## config.mk

```make
export PLATFORM = sky130hd
export DESIGN_NAME = mwbf_result_reg
export DESIGN_NICKNAME = d
export VERILOG_FILES = /design/src/design/min_weight_bridge_finder_defines.svh /design/src/design/mwbf_pkg.sv /design/src/design/mwbf_result_reg.sv
export SDC_FILE = /design/constraint.sdc
export NUM_CORES = 1
export LEC_CHECK = 0
export BUFFER_PORTS_ARGS = -buffer_cell sky130_fd_sc_hd__buf_2
export CORE_MARGIN = 3
export CORE_UTILIZATION = 30
export DETAILED_ROUTE_END_ITERATION = 16
export PLACE_DENSITY = 0.6
export SETUP_SLACK_MARGIN = 0.15
export SYNTH_ARGS = -nofsm -noshare
export SYNTH_HDL_FRONTEND = slang
export SYNTH_SLANG_ARGS = --single-unit
```

## constraint.sdc

```tcl
create_clock -name clk -period 1.32 [get_ports clk]
set_clock_uncertainty 0.1 [all_clocks]
set_input_delay 0.264 -clock clk [delete_from_list [all_inputs] [get_ports clk]]
set_output_delay 0.264 -clock clk [all_outputs]
set_load 0.02 [all_outputs]
```

## src/design/min_weight_bridge_finder_defines.svh

```systemverilog
// ----------------------------------------------------------------------------
// Assertion macros for the lightest-bridge finder
// Unless ASSERT_OFF is defined, each macro expands to a concurrent assertion on clk, gated by rst_n.
// ----------------------------------------------------------------------------
`ifndef MIN_WEIGHT_BRIDGE_FINDER_DEFINES_SVH
`define MIN_WEIGHT_BRIDGE_FINDER_DEFINES_SVH

`ifndef ASSERT_OFF
`define MWBF_ASSERT_IMPL(lbl, ante, cons) \
  lbl: assert property (@(posedge clk) disable iff (!rst_n) (ante) |-> (cons)) \
    else $error("implication check failed");
`define MWBF_ASSERT_NEVER(lbl, cond) \
  lbl: assert property (@(posedge clk) disable iff (!rst_n) !(cond)) \
    else $error("forbidden condition seen");
`else
`define MWBF_ASSERT_IMPL(lbl, ante, cons)
`define MWBF_ASSERT_NEVER(lbl, cond)
`endif

`endif

```

## src/design/mwbf_pkg.sv

```systemverilog
// ----------------------------------------------------------------------------
// mwbf_pkg
// Shared constants and types of the lightest-bridge finder.
// ----------------------------------------------------------------------------
package mwbf_pkg;

  localparam int NODE_BITS   = 10;
  localparam int IN_WBITS    = 16;
  localparam int ANS_BITS    = 17;

  localparam logic [1:0] STATUS_BRIDGE  = 2'd0;
  localparam logic [1:0] STATUS_NONE    = 2'd1;
  localparam logic [1:0] STATUS_DISCONN = 2'd2;

  localparam logic                 REG_IDX_NODE_COUNT = 1'b0;
  localparam logic [NODE_BITS-1:0] NODE_COUNT_RESET   = 10'd1;

  typedef struct packed {
    logic                disconnected;
    logic                found;
    logic [IN_WBITS-1:0] weight;
  } res_t;

endpackage

```

## src/design/mwbf_result_reg.sv

```systemverilog
// ----------------------------------------------------------------------------
// mwbf_result_reg
// Formats the search summary into status and answer and holds it until
// the receiver takes the transaction.
// ----------------------------------------------------------------------------
module mwbf_result_reg (
  input  logic                                 clk,
  input  logic                                 rst_n,
  input  logic                                 load,
  input  mwbf_pkg::res_t                       res,
  output logic                                 free,
  output logic                                 out_valid,
  input  logic                                 out_ready,
  output logic [1:0]                           out_status,
  output logic [mwbf_pkg::IN_WBITS-1:0]        out_min_bridge_weight,
  output logic signed [mwbf_pkg::ANS_BITS-1:0] out_answer
);

  logic                                 valid_r;
  logic [1:0]                           status_r;
  logic [mwbf_pkg::IN_WBITS-1:0]        minw_r;
  logic signed [mwbf_pkg::ANS_BITS-1:0] ans_r;

  assign free                  = !valid_r || out_ready;
  assign out_valid             = valid_r;
  assign out_status            = status_r;
  assign out_min_bridge_weight = minw_r;
  assign out_answer            = ans_r;

  always_ff @(posedge clk) begin
    if (!rst_n) begin
      valid_r <= 1'b0;
    end else if (load) begin
      valid_r <= 1'b1;
    end else if (out_ready) begin
      valid_r <= 1'b0;
    end
  end

  always_ff @(posedge clk) begin
    if (load) begin
      if (res.disconnected) begin
        status_r <= mwbf_pkg::STATUS_DISCONN;
        minw_r   <= '0;
        ans_r    <= '0;
      end else if (!res.found) begin
        status_r <= mwbf_pkg::STATUS_NONE;
        minw_r   <= '0;
        ans_r    <= '1;
      end else begin
        status_r <= mwbf_pkg::STATUS_BRIDGE;
        minw_r   <= res.weight;
        ans_r    <= (res.weight == '0) ? mwbf_pkg::ANS_BITS'(1)
                                       : {1'b0, res.weight};
      end
    end
  end

endmodule

```

* Yosys cells after proc, flatten, opt, wreduce, memory -nomap -nowiden *
Cells that the tools add are included.

cells by class
  $add $sub $neg = 0
  $mul = 0
  divide/modulo/power cells = 0
  order comparisons = 0
  eq/ne operators = 0
  shift operators = 0
  mux-type cells = 5
  bitwise operators = 1
  reductions and logical operators = 5

operators by type and width
  cell               number
  $mux 17            1
  $logic_not 16->1   1
  $mux 16            1
  $mux 1             3
  $reduce_bool 2->1  1
  $reduce_or 2->1    1
  $logic_not 1->1    1
  $logic_or 1x1->1   1
  $not 1->1          1

word-level totals
  flip-flop bits (word level) = 36
  latch bits = 0
  memory bits (writable) = 0
  memory bits (read-only) = 0
  input port bits = 22
  word-level logic and storage cells = 15
  memories = 0

* Depth between registers and ports, before layout *
Gate-level depths: netlist of the first run.

  word-level depth = 3
  depth in mapped cells = 4
  mapped depth without buffers = 3

* Worst setup path before layout of the first run *
No wires, ideal clock.

  kind = input to register
  start point = in res[16] (netlist bit)
  end point = reg minw_r (netlist bit out_min_bridge_weight[0]), data pin
  setup time = 0.255 ns
  data arrival time = 0.755 ns
  setup slack = 0.211 ns
  stages on the path = 4
  buffers on the path = 2
  cell sequence = buf_6 -> nor2b_4 -> buf_6 -> and2_1

between the ends
  word-level cells in the longest chain between the ends = 2

ends and longest elaborated chain
  element                    RTL line               text
  start: declaration         mwbf_result_reg.sv:10  input mwbf_pkg::res_t res,
  $not 1->1 (no line)        --
  $reduce_or 2->1 (no line)  --
  end signal: assignment     mwbf_result_reg.sv:52  minw_r <= res.weight;
  end: declaration           mwbf_result_reg.sv:21  logic [mwbf_pkg::IN_WBITS-1:0] minw_r;

Every way passes these cells.
A chain may end at the register's enable or synchronous reset.

==> qor.csv, run 1 <==
metric,value,unit
status,"finished, final reports clean",
xor/xnor share of the synthesized area,0,
mapped cell area,1400,um2
GR Util All Layers,0.1117,
number of CTS-inserted buffers,5,
area share of the leading cell type in the synthesized netlist,0.7292,
"Avg Cell Area, Syn",14.14,um2
leakage dissipation,0.8645,nW
Die Area,5523,um2
syn_nets,121,
CTS root buf,clkbuf_8,
cts hold-fix bufs,0,
Reg power frac,0.542,
Max Fanout on Critical Path,2,
number of fill cells,454,
top-count cell post-synth,edfxtp_1,
final net count,185,
largest net degree at the start of global routing,36,
Yosys cell types,15,
ys async rst share,0,
Crit path largest cell delay,420,ps
Clk pwr share,0.292,
WS Path Type,flop to primary output,
max_cap viols,0,
Chip Height,74.32,um
Compound-Gate Fraction of Synth Area,0.06345,
CP Capture Type,primary output,
synthesized flop and latch total,35,
cell accounting for the most synthesized area,edfxtp_1,
DRC Markers,0,
PortBufs,58,
CP max-delay cell,edfxtp_1,
placer congestion estimate,0.7491,
1st-iter DRT viols,85,
vias in the first global route,907,
Final period util,0.9191,
crit path buf inv count,1,
final setup fails,0,
final hold vios,0,
Clock Path Buffers,2,
first-pass GRT wire length,4.298,mm
First-pass DRT Iterations,4,
min cycle time layout,1213,ps
number of synthesized flops with an enable pin,34,
layout cell share with drive strength beyond 1,0.4329,
maximum clock frequency,0.8242,GHz
post-synthesis mux area share,0,
vias,925,
largest family of logic cells by synthesized area,simple AND/OR/NAND/NOR gates,
clk slew on worst S/H paths,60,ps
"Slew Viols, Final",0,
RSZ-0062 raised after global routing,yes,
n_diodes,0,
Sw Pwr,0.0006205,W
peak supply drop,0.3857,mV
Slew @ Worst Pin,339.9,ps
average vias per placed instance,4.282,
io pins,59,
worst-skew pair later-pin latency,280,ps
Synth Flop Type,edfxtp_1,
CTS tree,built,
wire length per cell,13.50,um
Top delay family on crit path,flip-flops,
# resized after CTS,13,
fin util,0.4471,
DIE WIDTH,74.32,um
Area Overhead vs Synth,41.91,%
final WL,2.916,mm
critical-path cell list,buf_6,
TNS Setup,0,ps
sequential area share after synthesis,0.7435,
Synth area leaders,"edfxtp_1, and2_1, a21oi_1",
Design Power,0.002493,W
Synth warnings,0,
HP Class,primary input to flop,
initial antenna violation count,0,
Max transition margin,0.7713,
Internal,0.001872,W
CTS H-tree depth,2,
Worst Path Required,960,ps
postcts setup bufs,0,
Synth Area in Adders,0,
FP Rows,24,
post-detail-place hpwl,2.132,mm
PwrDens,1255,nW/um2
Initial Util,0.3150,
Core Area,4444,um2
GR Overflow Total,0,
"Arr. time, crit path",850,ps
Combinational Power Share,0.166,
Sw Share,0.2489,
Clock Sink Count,35,
Post-synth top cells,"edfxtp_1, inv_1, and2_1",
ANT nets after route,0,
Mapped Cells,99,
simple-gate share of the synthesized area,0.1108,
Startpoint Class,flop,
## routing by layer
layer	global-route usage	routed length, um	vias up
met3	0.05135	235	7
met2	0.1969	1547	37
met5	0	0	-
li1	-	-	466
met1	0.1090	1067	415
met4	0.05929	65	0
## power by group through the flow
stage,clock [W],combinational [W],sequential (W)
2_1_floorplan,0,0.0000775,0.00148
3_3_place_gp,0,0.000352,0.00136
3_5_place_dp,0,0.000355,0.00136
4_1_cts,0.000759,0.000371,0.00134
5_1_grt,0.000806,0.000446,0.00136
6_report,0.000727,0.000414,0.00135
## layout make-up
class                           instances  area [um2]  area share
Sequential cell                        35        1042      0.5246
Timing Repair Buffer                   63       490.5      0.2469
Multi-Input combinational cell         41       244.0      0.1228
Clock buffer                            7       76.32     0.03841
Tap cell                               52       65.06     0.03275
Inverter                               17       63.81     0.03212
Clock inverter                          1       5.005    0.002519
## state kept, by name, indices dropped and copies added, names as in the netlist
name / flops
out_status: 2
out_min_bridge_weight: 16
out_answer: 16
out_valid: 1
## per-stage QoR
| stage | worst slack (ps) | area, um2 | hold WS [ps] | cells |
|---|---|---|---|---|
| after floorplan | 210.6 | 1400 | 262.9 | 99 |
| after global placement | 12.49 | 1754 | 383.6 | 208 |
| after detailed placement | 31.52 | 1754 | 392.3 | 208 |
| after CTS | 93.35 | 1874 | 114.2 | 216 |
| after global routing | 68.05 | 1987 | 135.7 | 216 |
| final | 106.8 | 1987 | 122.8 | 216 |
## final timing paths
path | depth (start not counted) | from | end | slack [ps]
max | 1 | out_status[0] | out_answer[16] | 110
max reg2reg | 2 | out_valid | out_valid | 600
min reg2reg | 2 | out_valid | out_valid | 420
min | 2 | rst_n | out_valid | 120
## logic make-up (layout without fill, tap and decap cells)
family / Yosys count / in the layout
buffers and inverters: 23 / 88
and+or+nand+nor: 24 / 24
DFF: 35 / 35
AOI/OAI and AO/OA: 17 / 17
## cell usage in the layout, fill, tap and decap left out
cell and n:
dfxtp_2 1, buf_12 1, nand2b_1 1, a21boi_0 1, and2_1 16, clkbuf_8 5
inv_1 17, a21oi_1 15, buf_4 4, edfxtp_1 34, a31oi_1 1, buf_2 34
nor2_1 1, nor4_1 4, buf_6 24, nor2b_4 1, clkbuf_1 2, nand4_1 1
clkinv_2 1
(Power assumes the default switching activity.)
==> run 2: changes to the inputs <==
- RECOVER_POWER: unset -> 25
==> run 2 against run 1 <==
  * Worst setup slack unchanged
  * Die area did not move
  * Sequential share of layout area rose by 0.53 points
  * Sequential cell count stayed put
  * Sequential power is essentially flat
  * Maximum frequency stayed put
  * Worst hold slack unchanged
  * Register-to-register slack is essentially flat
  * Wire length down 0.10%
  * Largest cell class unchanged
  * Clock power about the same
  * Combinational power is 2% lower
==> qor.csv, run 2 (synthesis results as in run 1) <==
metric,value,unit,change
status,"finished, final reports clean",,unchanged
M2 GR Usage,0.1969,,unchanged
Internal,0.001866,W,was 0.001872 W
R2R setup slack,600,ps,about the same
WS Path Type,flop to primary output,,unchanged
CP Capture Type,primary output,,unchanged
min cycle time layout,1213,ps,unchanged
n_diodes,0,,unchanged
PwrDens,1264,nW/um2,was 1255 nW/um2
post-detail-place hpwl,2.132,mm,unchanged
Clock Path Buffers,2,,unchanged
Sw Pwr,0.0006195,W,was 0.0006205 W
Reg power frac,0.544,,was 0.542
"most common cell after layout, fill and taps aside",edfxtp_1,,
FP Rows,24,,unchanged
1st-iter DRT viols,74,,was 85
CTS H-tree depth,2,,unchanged
Max transition margin,0.4484,,was 0.7713
clk slew on worst S/H paths,60,ps,about the same
GR Overflow Total,0,,unchanged
final net count,185,,unchanged
io pins,59,,unchanged
PortBufs,58,,unchanged
Crit path largest cell delay,420,ps,about the same
hold endpoint,out_valid,,unchanged
CP max-delay cell,edfxtp_1,,unchanged
maximum clock frequency,0.8242,GHz,unchanged
reg2reg path depth,2,,unchanged
peak supply drop,0.3858,mV,was 0.3857 mV
Core Area,4444,um2,unchanged
HP Class,primary input to flop,,unchanged
vias in the first global route,907,,unchanged
TNS Setup,0,ps,unchanged
Worst Path Required,960,ps,about the same
RSZ-0062 raised after global routing,yes,,unchanged
DIE WIDTH,74.32,um,unchanged
"Arr. time, crit path",850,ps,about the same
CTS tree,built,,unchanged
R2R Path Start,out_valid,,unchanged
Hold Crit Depth,2,,unchanged
average vias per placed instance,4.287,,was 4.282
worst-skew pair later-pin latency,280,ps,about the same
final setup fails,0,,unchanged
Clock Sink Count,35,,unchanged
wire length per cell,13.49,um,was 13.50 um
Top delay family on crit path,flip-flops,,unchanged
Clk pwr share,0.293,,was 0.292
number of fill cells,457,,was 454
"Slew Viols, Final",0,,unchanged
first-pass GRT wire length,4.298,mm,unchanged
Placed Area,1754,um2,unchanged
final instance area,1967,um2,was 1987 um2
Area Overhead vs Synth,40.48,%,was 41.91%
Most Crowded Layer GR,met2,,unchanged
DRC Markers,0,,unchanged
critical-path cell list,buf_6,,unchanged
DP Worst Slack,31.52,ps,unchanged
Worst R2R End,out_valid,,unchanged
fin util,0.4426,,was 0.4471
met1 usage,0.1090,,unchanged
Die Area,5523,um2,unchanged
Startpoint Class,flop,,unchanged
layout cell share with drive strength beyond 1,0.4207,,was 0.4329
cts hold-fix bufs,0,,unchanged
number of CTS-inserted buffers,5,,unchanged
placer congestion estimate,0.7491,,unchanged
Combinational Power Share,0.163,,was 0.166
leakage dissipation,0.8528,nW,was 0.8645 nW
Cells after DPL,208,,unchanged
Sw Share,0.2492,,was 0.2489
initial antenna violation count,0,,unchanged
final std cells w/o fill,216,,unchanged
First-pass DRT Iterations,4,,unchanged
largest net degree at the start of global routing,36,,unchanged
GR Util All Layers,0.1117,,unchanged
CTS root buf,clkbuf_8,,unchanged
hold path startpoint,rst_n,,unchanged
final WL,2.913,mm,was 2.916 mm
setup ws final,106.8,ps,unchanged
met3 usage,0.05135,,unchanged
postcts setup bufs,0,,unchanged
most frequent cells in the layout,"edfxtp_1, buf_2, buf_6",,"was buf_2, edfxtp_1, buf_6"
final hold vios,0,,unchanged
max_cap viols,0,,unchanged
Final period util,0.9191,,unchanged
crit path buf inv count,1,,unchanged
Max Fanout on Critical Path,2,,unchanged
Initial Util,0.3150,,unchanged
Chip Height,74.32,um,unchanged
Slew @ Worst Pin,827.4,ps,was 339.9 ps
ANT nets after route,0,,unchanged
vias,926,,was 925
==> run 2: per-layer routing <==
metal / part of all wire / up-vias
met5: 0 / -
met4: 0.022 / 0
met3: 0.081 / 7
met2: 0.53 / 37
met1: 0.36 / 416
li1: - / 466
==> run 2: repair_timing <==
action | 4_1_cts | 5_1_grt
resized for setup | 13 | 36
pin swaps | 0 | 0
endpoints found under the setup margin | 36 | 36
==> run 2: layout make-up <==
class / instances / area [um2] / area share
Clock buffer: 7 / 76.32 / 0.03880
Clock inverter: 1 / 5.005 / 0.002545
Inverter: 17 / 63.81 / 0.03244
Multi-Input combinational cell: 41 / 244.0 / 0.1240
Sequential cell: 35 / 1042 / 0.5299
Tap cell: 52 / 65.06 / 0.03308
Timing Repair Buffer: 63 / 470.5 / 0.2392
==> run 2: worst max path at each step <==
| stage | slack [ps] | startpoint | to | depth (start not counted) |
|---|---|---|---|---|
| detailed placement | 30 | res[2] | out_answer[0] | 4 |
| floorplan | 210 | res[16] | out_min_bridge_weight[0] | 4 |
| global placement | 10 | res[2] | out_answer[0] | 4 |
| CTS | 90 | out_min_bridge_weight[6] | out_min_bridge_weight[6] | 1 |
| finish | 110 | out_status[0] | out_answer[16] | 1 |
| global route | 50 | load | out_valid | 4 |
==> run 2: power by group through the flow <==
stage | clock network (W) | registers, W | logic, W
floorplan | 0 | 0.00148 | 0.0000775
finish | 0.000727 | 0.00135 | 0.000406
detailed placement | 0 | 0.00136 | 0.000355
global placement | 0 | 0.00136 | 0.000352
global route | 0.000806 | 0.00136 | 0.000438
CTS | 0.000759 | 0.00134 | 0.000371
==> run 2: stage by stage <==
stage	total power, W	hold slack [ps]
after detailed placement	0.001716	392.3
after global placement	0.001710	383.6
after global routing	0.002603	135.7
final	0.002486	122.8
after CTS	0.002472	114.2
after floorplan	0.001555	262.9
==> run 3: changes to the inputs <==
- ABC_AREA: unset -> 1
==> run 3 against run 2 <==
  * Sequential share of layout area is 0.96 points lower
  * Critical path depth increased by 1
  * Worst setup slack gained 8.9 ps
  * Power increased by 0.54%
  * Die area rose by 4.4%
  * Count of clock-buffer cells in the layout is the same
  * Synthesized area grew 4.8%
  * Utilization shrank 0.079 points
  * Largest cell class unchanged
  * Non-clock buffer count down 1
==> qor.csv, run 3 <==
metric,value,unit,change
status,"finished, final reports clean",,unchanged
top-count cell post-synth,edfxtp_1,,unchanged
WS Path Type,primary input to flop,,was flop to primary output
Area Overhead vs Synth,36.49,%,was 40.48%
synthesized flop and latch total,35,,unchanged
Die Area,5768,um2,was 5523 um2
n_diodes,0,,unchanged
met1 wire length,1.351,mm,was 1.063 mm
top sig layer,met4,,unchanged
Slew @ Worst Pin,866.2,ps,was 827.4 ps
CTS tree,built,,unchanged
CP max-delay cell,clkbuf_2,,was edfxtp_1
io pins,59,,unchanged
final setup fails,0,,unchanged
Placed Area,1836,um2,was 1754 um2
crit path buf inv count,2,,was 1
ys async rst share,0,,unchanged
final WL,3.070,mm,was 2.913 mm
post-detail-place hpwl,2.113,mm,was 2.132 mm
wire length per cell,12.74,um,was 13.49 um
critical-path cell list,"buf_2, clkbuf_2",,was buf_6
sequential area share after synthesis,0.7093,,was 0.7435
Max transition margin,0.4225,,was 0.4484
min cycle time layout,1204,ps,was 1213 ps
Worst R2R End,out_valid,,unchanged
Final period util,0.9124,,was 0.9191
Crit path largest cell delay,660,ps,was 420 ps
post-synthesis mux area share,0,,unchanged
TNS Setup,0,ps,unchanged
GR Util All Layers,0.1141,,was 0.1117
CTS H-tree depth,2,,unchanged
Core Area,4534,um2,was 4444 um2
placer congestion estimate,0.7344,,was 0.7491
final net count,197,,was 185
hold path startpoint,rst_n,,unchanged
most frequent cells in the layout,"buf_2, edfxtp_1, inv_1, nor2_1",,"was edfxtp_1, buf_2, buf_6"
average vias per placed instance,4.021,,was 4.287
final instance area,2003,um2,was 1967 um2
number of CTS-inserted buffers,5,,unchanged
layout cell share with drive strength beyond 1,0.4602,,was 0.4207
DIE WIDTH,75.95,um,was 74.32 um
number of synthesized flops with an enable pin,34,,unchanged
hold endpoint,out_valid,,unchanged
syn_nets,135,,was 121
sequential cell area,1042,um2,unchanged
Yosys cell types,15,,unchanged
"most common cell after layout, fill and taps aside",buf_2,,was edfxtp_1
Synth Area in Adders,0,,unchanged
vias in the first global route,931,,was 907
Clock Path Buffers,2,,unchanged
CTS root buf,clkbuf_8,,unchanged
largest family of logic cells by synthesized area,simple AND/OR/NAND/NOR gates,,unchanged
xor/xnor share of the synthesized area,0,,unchanged
first-pass GRT wire length,4.954,mm,was 4.298 mm
PwrDens,1248,nW/um2,was 1264 nW/um2
Hold Crit Depth,2,,unchanged
maximum clock frequency,0.8303,GHz,was 0.8242 GHz
largest net degree at the start of global routing,36,,unchanged
peak supply drop,0.4033,mV,was 0.3858 mV
Top delay family on crit path,buffers and inverters,,was flip-flops
R2R Path Start,out_valid,,unchanged
initial antenna violation count,0,,unchanged
GR Overflow Total,0,,unchanged
Post-synth top cells,"edfxtp_1, inv_1, nor2_1",,"was edfxtp_1, inv_1, and2_1"
R2R setup slack,620,ps,was 600 ps
reg2reg path depth,2,,unchanged
Initial Util,0.3237,,was 0.3150
Compound-Gate Fraction of Synth Area,0.05968,,was 0.06345
cts hold-fix bufs,0,,unchanged
Mapped Cells,113,,was 99
"Avg Cell Area, Syn",12.99,um2,was 14.14 um2
worst-skew pair later-pin latency,280,ps,about the same
final hold vios,0,,unchanged
"Arr. time, crit path",1010,ps,was 850 ps
clk slew on worst S/H paths,70,ps,was 60 ps
Synth area leaders,"edfxtp_1, nor2_4, a21oi_1",,"was edfxtp_1, and2_1, a21oi_1"
cell accounting for the most synthesized area,edfxtp_1,,unchanged
simple-gate share of the synthesized area,0.1424,,was 0.1108
FP Rows,24,,unchanged
1st-iter DRT viols,52,,was 74
leakage dissipation,0.8580,nW,was 0.8528 nW
mapped cell area,1468,um2,was 1400 um2
PortBufs,58,,unchanged
Clock Sink Count,35,,unchanged
met3 routed WL,259,um,was 235 um
DRC Markers,0,,unchanged
First-pass DRT Iterations,4,,unchanged
vias,969,,was 926
Chip Height,75.95,um,was 74.32 um
max_cap viols,0,,unchanged
Startpoint Class,primary input,,was flop
Synth Flop Type,edfxtp_1,,unchanged
Worst Path Required,1130,ps,was 960 ps
number of fill cells,436,,was 457
ANT nets after route,0,,unchanged
WL met2,1.396,mm,was 1.548 mm
Max Fanout on Critical Path,35,,was 2
"Slew Viols, Final",0,,unchanged
RSZ-0062 raised after global routing,yes,,unchanged
CP Capture Type,flop,,was primary output
multi-input logic area,299.0,um2,was 244.0 um2
HP Class,primary input to flop,,unchanged
Synth warnings,0,,unchanged
area share of the leading cell type in the synthesized netlist,0.6957,,was 0.7292
-- run 3: changes by cell type after synthesis, sizes merged, moves of 2 or more --
cell    change
inv         +2
nand2       +6
nor4        -4
nor2       +27
clkbuf      +2
and2       -16
-- run 3: cell families after synthesis --
| family | Yosys count |
|---|---|
| AOI/OAI and AO/OA | 17 |
| buffers and inverters | 26 |
| DFF | 35 |
| and+or+nand+nor | 35 |
-- run 3: through the flow --
| stage | hold WS [ps] | setup WS [ps] | total power [W] | utilization | instances |
|---|---|---|---|---|---|
| finish | 121.0 | 115.7 | 0.002499 | 0.4418 | 241 |
| global route | 112.9 | 52.47 | 0.002616 | 0.4418 | 241 |
| global placement | 381.7 | 159.7 | 0.001741 | 0.4048 | 233 |
| detailed placement | 390.5 | 139.3 | 0.001746 | 0.4048 | 233 |
| CTS | 110.6 | 102.1 | 0.002504 | 0.4318 | 241 |
| floorplan | 262.9 | 140.1 | 0.001590 | - | 113 |
-- run 3: layout make-up --
type / count / share of cell area
sequential: 35 / 0.5203
timing repair buffer: 62 / 0.2136
multi-input combinational: 52 / 0.1493
tap: 65 / 0.04060
clock buffer: 7 / 0.03810
inverter: 19 / 0.03560
clock inverter: 1 / 0.002498
-- run 3: how the worst max path moves through the flow --
stage / startpoint / end / slack (ps) / cells past startpoint
after floorplan: res[16] / out_min_bridge_weight[13] / 140 / 6
after global placement: res[16] / out_min_bridge_weight[12] / 160 / 5
after detailed placement: res[16] / out_min_bridge_weight[10] / 140 / 5
after CTS: out_min_bridge_weight[6] / out_min_bridge_weight[6] / 100 / 1
after global routing: load / out_min_bridge_weight[2] / 50 / 2
final: load / out_answer[14] / 120 / 2
-- run 3: metal layers --
metal  vias up  global-route usage
li1        489                   -
met1       423              0.1525
met2        52              0.1649
met3         5             0.04028
met4         0             0.05435
met5         -                   0
-- run 3: repair_timing --
action                                  4_1_cts  5_1_grt
pin swaps                                     1        0
setup buffers                                 0        0
endpoints found under the setup margin       27       36
hold endpoints to repair                      0        0
resized for setup                            14       20
-- run 3: power by group --
| group | switching [W] | internal (W) |
|---|---|---|
| registers | 0.0000310 | 0.00132 |
| clock network | 0.000367 | 0.000370 |
| logic | 0.000253 | 0.000161 |
